### src/rtl/sqr_pkg.sv
// shared types and constants for the sequence reorder queue
// no dependencies; imported by sqr_cell, sequence_reorder_queue, reorder_checker and tb

package sqr_pkg;

   localparam int DEPTH       = 16;
   localparam int TAG_WIDTH   = 16;
   localparam int SEQ_WIDTH   = 32;
   localparam int CNT_WIDTH   = $clog2(DEPTH + 1);
   localparam int MAX_WIDTH   = 5;
   localparam int LIM_WIDTH   = (CNT_WIDTH > MAX_WIDTH) ? CNT_WIDTH : MAX_WIDTH;
   localparam int ADDR_WIDTH  = 3;
   localparam int DATA_WIDTH  = 32;

   localparam logic [MAX_WIDTH-1:0] MAX_RESET = MAX_WIDTH'(16);

   typedef enum logic [1:0] {
      OP_PUSH    = 2'd0,
      OP_POP     = 2'd1,
      OP_RESTART = 2'd2
   } op_type;

   typedef enum logic [2:0] {
      ST_READY   = 3'd0,
      ST_STALE   = 3'd1,
      ST_QUEUED  = 3'd2,
      ST_DUP     = 3'd3,
      ST_FULL    = 3'd4,
      ST_POPPED  = 3'd5,
      ST_EMPTY   = 3'd6,
      ST_RESTART = 3'd7
   } status_type;

   typedef enum logic {
      REG_START_SEQ   = 1'b0,
      REG_MAX_ENTRIES = 1'b1
   } reg_type;

   typedef struct packed {
      logic [1:0]           operation;
      logic [SEQ_WIDTH-1:0] sequence_number;
      logic [TAG_WIDTH-1:0] payload_tag;
   } req_type;

   typedef struct packed {
      status_type           status;
      logic [TAG_WIDTH-1:0] popped_tag;
      logic                 head_ready;
      logic [TAG_WIDTH-1:0] head_tag;
      logic [SEQ_WIDTH-1:0] expected_sequence;
      logic [CNT_WIDTH-1:0] held_count;
   } rsp_type;

   typedef struct packed {
      logic [SEQ_WIDTH-1:0] seq;
      logic [TAG_WIDTH-1:0] tag;
   } entry_type;

   // broadcast to every cell of the chain
   typedef struct packed {
      logic      push_en;
      logic      pop_en;
   } cell_ctl_type;

   typedef struct packed {
      logic lt;
      logic eq;
   } cell_flags_type;

endpackage

### src/rtl/sqr_cell.sv
// one slot of the sorted chain: holds an entry, compares it with the key
// and shifts toward either neighbor; depends on sqr_pkg

module sqr_cell
   import sqr_pkg::*;
(
   input  logic           clock,
   input  cell_ctl_type   cell_ctl,
   input  entry_type      key,
   input  logic           occupied,
   input  logic           left_lt,
   input  entry_type      left_entry,
   input  entry_type      right_entry,
   output entry_type      entry,
   output cell_flags_type flags
);

   entry_type entry_ff;
   entry_type entry_in;

   assign flags.lt = occupied && (entry_ff.seq < key.seq);
   assign flags.eq = occupied && (entry_ff.seq == key.seq);
   assign entry    = entry_ff;

   always_comb begin
      entry_in = entry_ff;
      if (cell_ctl.push_en) begin
         // smaller entries stay, the insertion point takes the key, the rest move right
         if (!flags.lt) begin
            entry_in = left_lt ? key : left_entry;
         end
      end else if (cell_ctl.pop_en) begin
         entry_in = right_entry;
      end
   end

   always_ff @(posedge clock) begin
      entry_ff <= entry_in;
   end

endmodule

### src/rtl/sequence_reorder_queue.sv
// top level of the sequence reorder queue: control, csr port, output register
// depends on sqr_pkg and the sqr_cell chain
//
//   channel  direction  handshake              beat
//   req      in         req_valid / req_stall  req_type: operation, sequence, tag
//   rsp      out        rsp_valid / rsp_stall  rsp_type: status, tags, expected, count
//   csr      in         apb psel / penable     start_sequence @0, max_entries @4
//
// one item per cycle while req_stall is low; its result is registered and shows in the cycle after acceptance
// the chain of cells compares all held entries with the key in parallel and shifts
// reset is synchronous and empties the store; no clearing pass
// req_stall rises only while a result is held and rsp_stall is high

module sequence_reorder_queue
   import sqr_pkg::*;
(
   input  logic                  clock,
   input  logic                  reset,
   input  logic                  req_valid,
   output logic                  req_stall,
   input  req_type               req_data,
   output logic                  rsp_valid,
   input  logic                  rsp_stall,
   output rsp_type               rsp_data,
   input  logic                  psel,
   input  logic                  penable,
   input  logic                  pwrite,
   input  logic [ADDR_WIDTH-1:0] paddr,
   input  logic [DATA_WIDTH-1:0] pwdata,
   output logic [DATA_WIDTH-1:0] prdata,
   output logic                  pready
);

   logic [SEQ_WIDTH-1:0] start_ff;
   logic [MAX_WIDTH-1:0] max_ff;
   logic [SEQ_WIDTH-1:0] exp_ff,   exp_in;
   logic [CNT_WIDTH-1:0] count_ff, count_in;
   logic                 rsp_valid_ff, rsp_valid_in;
   rsp_type              rsp_data_ff,  rsp_data_in;

   cell_ctl_type   cell_ctl;
   entry_type      cell_key;
   entry_type      cell_q   [DEPTH];
   cell_flags_type cell_flg [DEPTH];
   logic           cell_occ [DEPTH];

   logic       accept;
   logic       csr_write;
   logic       dup_hit;
   logic       full;
   status_type status;
   logic [TAG_WIDTH-1:0] popped;
   entry_type  head_next;

   // csr port
   assign pready    = 1'b1;
   assign csr_write = psel && penable && pwrite;

   always_comb begin
      unique case (reg_type'(paddr[2]))
         REG_START_SEQ:   prdata = start_ff;
         REG_MAX_ENTRIES: prdata = DATA_WIDTH'(max_ff);
         default:         prdata = '0;
      endcase
   end

   always_ff @(posedge clock) begin
      if (reset) begin
         start_ff <= '0;
         max_ff   <= MAX_RESET;
      end else if (csr_write) begin
         if (reg_type'(paddr[2]) == REG_START_SEQ) begin
            start_ff <= pwdata[SEQ_WIDTH-1:0];
         end else begin
            max_ff <= pwdata[MAX_WIDTH-1:0];
         end
      end
   end

   // cell chain
   assign cell_key.seq = req_data.sequence_number;
   assign cell_key.tag = req_data.payload_tag;

   genvar gi;
   generate
      for (gi = 0; gi < DEPTH; gi++) begin : g_cell
         assign cell_occ[gi] = count_ff > CNT_WIDTH'(gi);
         if (gi == 0) begin : g_first
            sqr_cell u_cell (
               .clock       (clock),
               .cell_ctl    (cell_ctl),
               .key         (cell_key),
               .occupied    (cell_occ[gi]),
               .left_lt     (1'b1),
               .left_entry  (cell_key),
               .right_entry (cell_q[gi+1]),
               .entry       (cell_q[gi]),
               .flags       (cell_flg[gi])
            );
         end else if (gi == DEPTH - 1) begin : g_last
            sqr_cell u_cell (
               .clock       (clock),
               .cell_ctl    (cell_ctl),
               .key         (cell_key),
               .occupied    (cell_occ[gi]),
               .left_lt     (cell_flg[gi-1].lt),
               .left_entry  (cell_q[gi-1]),
               .right_entry (cell_q[gi]),
               .entry       (cell_q[gi]),
               .flags       (cell_flg[gi])
            );
         end else begin : g_mid
            sqr_cell u_cell (
               .clock       (clock),
               .cell_ctl    (cell_ctl),
               .key         (cell_key),
               .occupied    (cell_occ[gi]),
               .left_lt     (cell_flg[gi-1].lt),
               .left_entry  (cell_q[gi-1]),
               .right_entry (cell_q[gi+1]),
               .entry       (cell_q[gi]),
               .flags       (cell_flg[gi])
            );
         end
      end
   endgenerate

   always_comb begin
      dup_hit = 1'b0;
      for (int i = 0; i < DEPTH; i++) begin
         dup_hit = dup_hit | cell_flg[i].eq;
      end
   end

   assign full = (LIM_WIDTH'(count_ff) >= LIM_WIDTH'(max_ff))
              || (count_ff == CNT_WIDTH'(DEPTH));

   // control
   assign req_stall = rsp_valid_ff && rsp_stall;
   assign accept    = req_valid && !req_stall;

   always_comb begin
      cell_ctl.push_en  = 1'b0;
      cell_ctl.pop_en   = 1'b0;
      exp_in   = exp_ff;
      count_in = count_ff;
      status   = ST_EMPTY;
      popped   = '0;

      case (req_data.operation)
         OP_PUSH: begin
            if (req_data.sequence_number < exp_ff) begin
               status = ST_STALE;
            end else if (req_data.sequence_number == exp_ff) begin
               status = ST_READY;
               exp_in = exp_ff + SEQ_WIDTH'(1);
            end else if (dup_hit) begin
               status = ST_DUP;
            end else if (full) begin
               status = ST_FULL;
            end else begin
               status           = ST_QUEUED;
               cell_ctl.push_en = accept;
               count_in         = count_ff + CNT_WIDTH'(1);
            end
         end
         OP_POP: begin
            if (cell_occ[0] && (cell_q[0].seq == exp_ff)) begin
               status          = ST_POPPED;
               popped          = cell_q[0].tag;
               cell_ctl.pop_en = accept;
               exp_in          = exp_ff + SEQ_WIDTH'(1);
               count_in        = count_ff - CNT_WIDTH'(1);
            end
         end
         OP_RESTART: begin
            status   = ST_RESTART;
            exp_in   = start_ff;
            count_in = '0;
         end
         default: begin
            status = ST_EMPTY;
         end
      endcase

      // head after this beat
      if (cell_ctl.push_en && !cell_flg[0].lt) begin
         head_next = cell_key;
      end else if (cell_ctl.pop_en) begin
         head_next = cell_q[1];
      end else begin
         head_next = cell_q[0];
      end

      rsp_data_in.status            = status;
      rsp_data_in.popped_tag        = popped;
      rsp_data_in.head_ready        = (count_in != '0) && (head_next.seq == exp_in);
      rsp_data_in.head_tag          = (count_in != '0) ? head_next.tag : '0;
      rsp_data_in.expected_sequence = exp_in;
      rsp_data_in.held_count        = count_in;

      if (accept) begin
         rsp_valid_in = 1'b1;
      end else if (!rsp_stall) begin
         rsp_valid_in = 1'b0;
      end else begin
         rsp_valid_in = rsp_valid_ff;
      end
   end

   always_ff @(posedge clock) begin
      if (reset) begin
         exp_ff       <= '0;
         count_ff     <= '0;
         rsp_valid_ff <= 1'b0;
      end else begin
         rsp_valid_ff <= rsp_valid_in;
         if (accept) begin
            exp_ff   <= exp_in;
            count_ff <= count_in;
         end
      end
   end

   always_ff @(posedge clock) begin
      if (accept) begin
         rsp_data_ff <= rsp_data_in;
      end
   end

   assign rsp_valid = rsp_valid_ff;
   assign rsp_data  = rsp_data_ff;

endmodule

### config.mk
export PLATFORM = sky130hd
export DESIGN_NAME = sequence_reorder_queue
export DESIGN_NICKNAME = d
export VERILOG_FILES = /design/src/rtl/sqr_pkg.sv /design/src/rtl/sqr_cell.sv /design/src/rtl/sequence_reorder_queue.sv
export SDC_FILE = /design/constraint.sdc
export NUM_CORES = 2
export LEC_CHECK = 0
export BUFFER_PORTS_ARGS = -buffer_cell sky130_fd_sc_hd__buf_2
export CAP_MARGIN = 20
export CORE_ASPECT_RATIO = 2
export CORE_UTILIZATION = 45
export CTS_BUF_LIST = sky130_fd_sc_hd__clkbuf_8
export DETAILED_ROUTE_END_ITERATION = 12
export PLACE_DENSITY = 0.6
export SKIP_CTS_REPAIR_TIMING = 1
export SLEW_MARGIN = 20
export SYNTH_ARGS = -nofsm -noshare
export SYNTH_HDL_FRONTEND = slang
export SYNTH_SLANG_ARGS = --single-unit
### constraint.sdc
create_clock -name clock -period 9 [get_ports clock]
set_clock_uncertainty 0.2 [all_clocks]
set_input_delay 1.35 -clock clock [delete_from_list [all_inputs] [get_ports clock]]
set_output_delay 1.35 -clock clock [all_outputs]
set_load 0.05 [all_outputs]
==> results.cfg <==
[power_and_ir_drop]
total_leakage_power_nw = 27.3
power_density_nw_per_um2 = 174
ir_drop_mv = 0.151

[drt]
drc = 0
drt_wl_total_mm = 191
drtAntennaViolNets = 0
routedWlPerCell_um = 24.8
route.vias.total = 45189
drt-initial-drc-count = 2866
vias_per_cell = 5.86
dr.pass1.iters = 6

[timing]
hold_viol_final = 0
setup_tns_ps = 0
rsz0062_at_grt = false
setup_viol = 0
finalCritPeriodShare_pct = 76.3
slew_violations = 0
timing.fmax_mhz = 146
fin_crit_ps = 6860
relSlewSlack_pct = 22.6
tightest_slew_ps = 1150

[critical_path]
path_cells = buf_2 > inv_1 > ha_1 > nand4_1 > nor4_1 > nand3_1 > o2111ai_1 > nor4_4 > and4_4 > nand2_4 > mux2i_1 > xnor2_1 > nor4_1 > nand3_1 > nor4_1
cp_top_family = simple AND/OR/NAND/NOR gates
worst_path_most_repeated_cell = nor4_1
cp_data_required_time_ps = 9510
crit_type = primary input to register
critPathSlowestCell = nor4_1
crit_fanout = 33
crit_arrival_ps = 7380
critPathBufInv = 2
critPathMaxStageDelay_ps = 950
end_kind = register
start_kind = primary input

[global_route]
grt_max_degree = 305
antenna_found_initial = 3
grt_pass1_wl_mm = 282
grt_pass1_vias = 46307
track_usage_pct = 28.6
grt_overflow = 0

[synthesis]
synth_top_area_share_pct = 42.8
synth_area_per_cell_um2 = 10.1
yosysWarnings = 0
synthArstFlopShare_pct = 0
yosysSeqAreaShare_pct = 45.4
yosysTopAreaCell = edfxtp_1
synthTopCellsByArea = edfxtp_1 43%, ha_1 12%, mux2i_1 11%
synthMostInstantiatedCell = edfxtp_1
ys_top_cells_by_count = 841 x edfxtp_1, 785 x nand2_1, 643 x o21ai_0
syn_area_um2 = 58900
netlist_instances = 5844
synth_edf_count = 841
ys_ff_latch = 916
synthFlopType = edfxtp_1
synth_cell_types = 78
synth_nets = 6496

[layout]
final_util_pct = 49.6
nets = 6553
drive_gt1_share_pct = 9.94
seq_area_um2 = 26800
fillCellCount = 12219
multi_input_area_um2 = 30500
final_cells = 7709
area_growth_pct = 9.20

[clock_network]
clk_pin_slew_ps = 60
cts.path.max_buffers = 3
cts_buffers = 148
cts_tree = built
worstSkewPairLatency_ps = 910
cts_sinks = 916
htree_levels = 4
cts-root-buf = clkbuf_8

[die]
core-area_um2 = 130000
start_util_pct = 45.4
fp.dieW_um = 258
io_pins = 200
rows = 187
fp.dieH_um = 514
dieArea_um2 = 133000

[placement]
io_buffer_count = 196
gp_congestion = 0.968
dp_cells = 7451
dp_hpwl_mm = 144

[min_path]
hp-class = register to register

[outcome]
status = completed

[flow_run]
cap_violations = 0
==> final timing paths <==
kind         cells past startpoint  slack [ps]           end                                from
max                             15        2140  rsp_data[53]                        req_data[44]
min                              2         270  start_ff[27]                        start_ff[27]
max reg2reg                     12        2240  rsp_data[53]  g_cell[0].g_first.u_cell.entry[47]
min reg2reg                      2         270  start_ff[27]                        start_ff[27]
==> area by class of cell <==
type	instances	area share, %
clock inverter	95	0.735
antenna	3	0.0117
inverter	112	0.657
clock buffer	159	3.40
sequential	916	41.6
timing repair buffer	304	2.91
tap	1701	3.31
multi-input combinational	4419	47.4
==> through the flow <==
step           cell area, um2  hold WS, ps  total power [W]  setup slack, ps
2_1_floorplan           58900          245          0.00686              633
3_3_place_gp            61700          257          0.00773             1450
4_1_cts                 64300          271           0.0113             2370
5_1_grt                 64400          288           0.0117             2130
6_report                64400          272           0.0112             2140
3_5_place_dp            61700          262          0.00779             1480
==> cells by family after synthesis <==
group,synth area share (%)
other cells,0.00636
buf+inv,3.33
mux,11.6
flops,45.4
compound gates,14.8
xor+xnor,0.951
fa+ha+maj,11.9
simple gates,12.0
==> placed cells by master (no fill, tap or decap), types with 8 or more instances in the layout <==
cell type,Yosys,layout
a211oi_1,60,60
dfxtp_1,75,75
xor2_1,9,9
buf_2,15,196
o21ai_0,643,635
edfxtp_1,841,841
nor3_1,24,23
o211ai_1,13,13
nand3_1,36,34
nor2b_1,94,93
mux2_2,53,53
nand2_1,785,778
nand2b_1,45,45
inv_1,112,166
mux2i_1,624,624
buf_4,1,102
nor2_1,355,352
a21o_1,137,135
nor4_1,29,26
ha_1,560,560
nand4_1,146,146
and2_1,19,19
clkinv_2,0,14
xnor2_1,55,55
a21oi_1,505,502
clkinv_1,0,13
o21ai_4,0,10
o21a_1,84,82
clkbuf_8,0,159
o31ai_1,8,8
==> layer usage <==
metal	vias to the layer above	wire length, um	GRT usage, %
met2	1304	102000	53.7
met5	-	0	0
met4	0	19500	26.6
met3	527	6440	3.05
met1	21721	62900	26.5
li1	21637	-	-
==> sequential cells by signal, summed over array words and instances (netlist names) <==
name / cells
g_cell.g_mid.u_cell.entry: 672
rsp_data: 73
count_ff: 5
exp_ff: 32
g_cell.g_first.u_cell.entry: 48
g_cell.g_last.u_cell.entry: 48
max_ff: 5
rsp_valid: 1
start_ff: 32
==> worst register-to-register path, stage by stage (launching register included) <==
cell and delay, ps:
edfxtp_1 460, xnor2_1 840, nand4_1 270, nor4_1 590
nand4_1 760, nor2_4 660, buf_4 530, mux2i_1 390
mux2i_1 130, xnor2_1 190, nor4_1 630, nand3_1 510
nor4_1 400
==> where the power goes <==
group	total, W	leakage, nW	switching (W)	internal, W
combinational	0.00251	17.4	0.00164	0.000866
sequential	0.00521	8.36	0.000243	0.00497
clock	0.00350	1.56	0.00182	0.00168
Note: power is estimated with default switching activity, not from simulation.
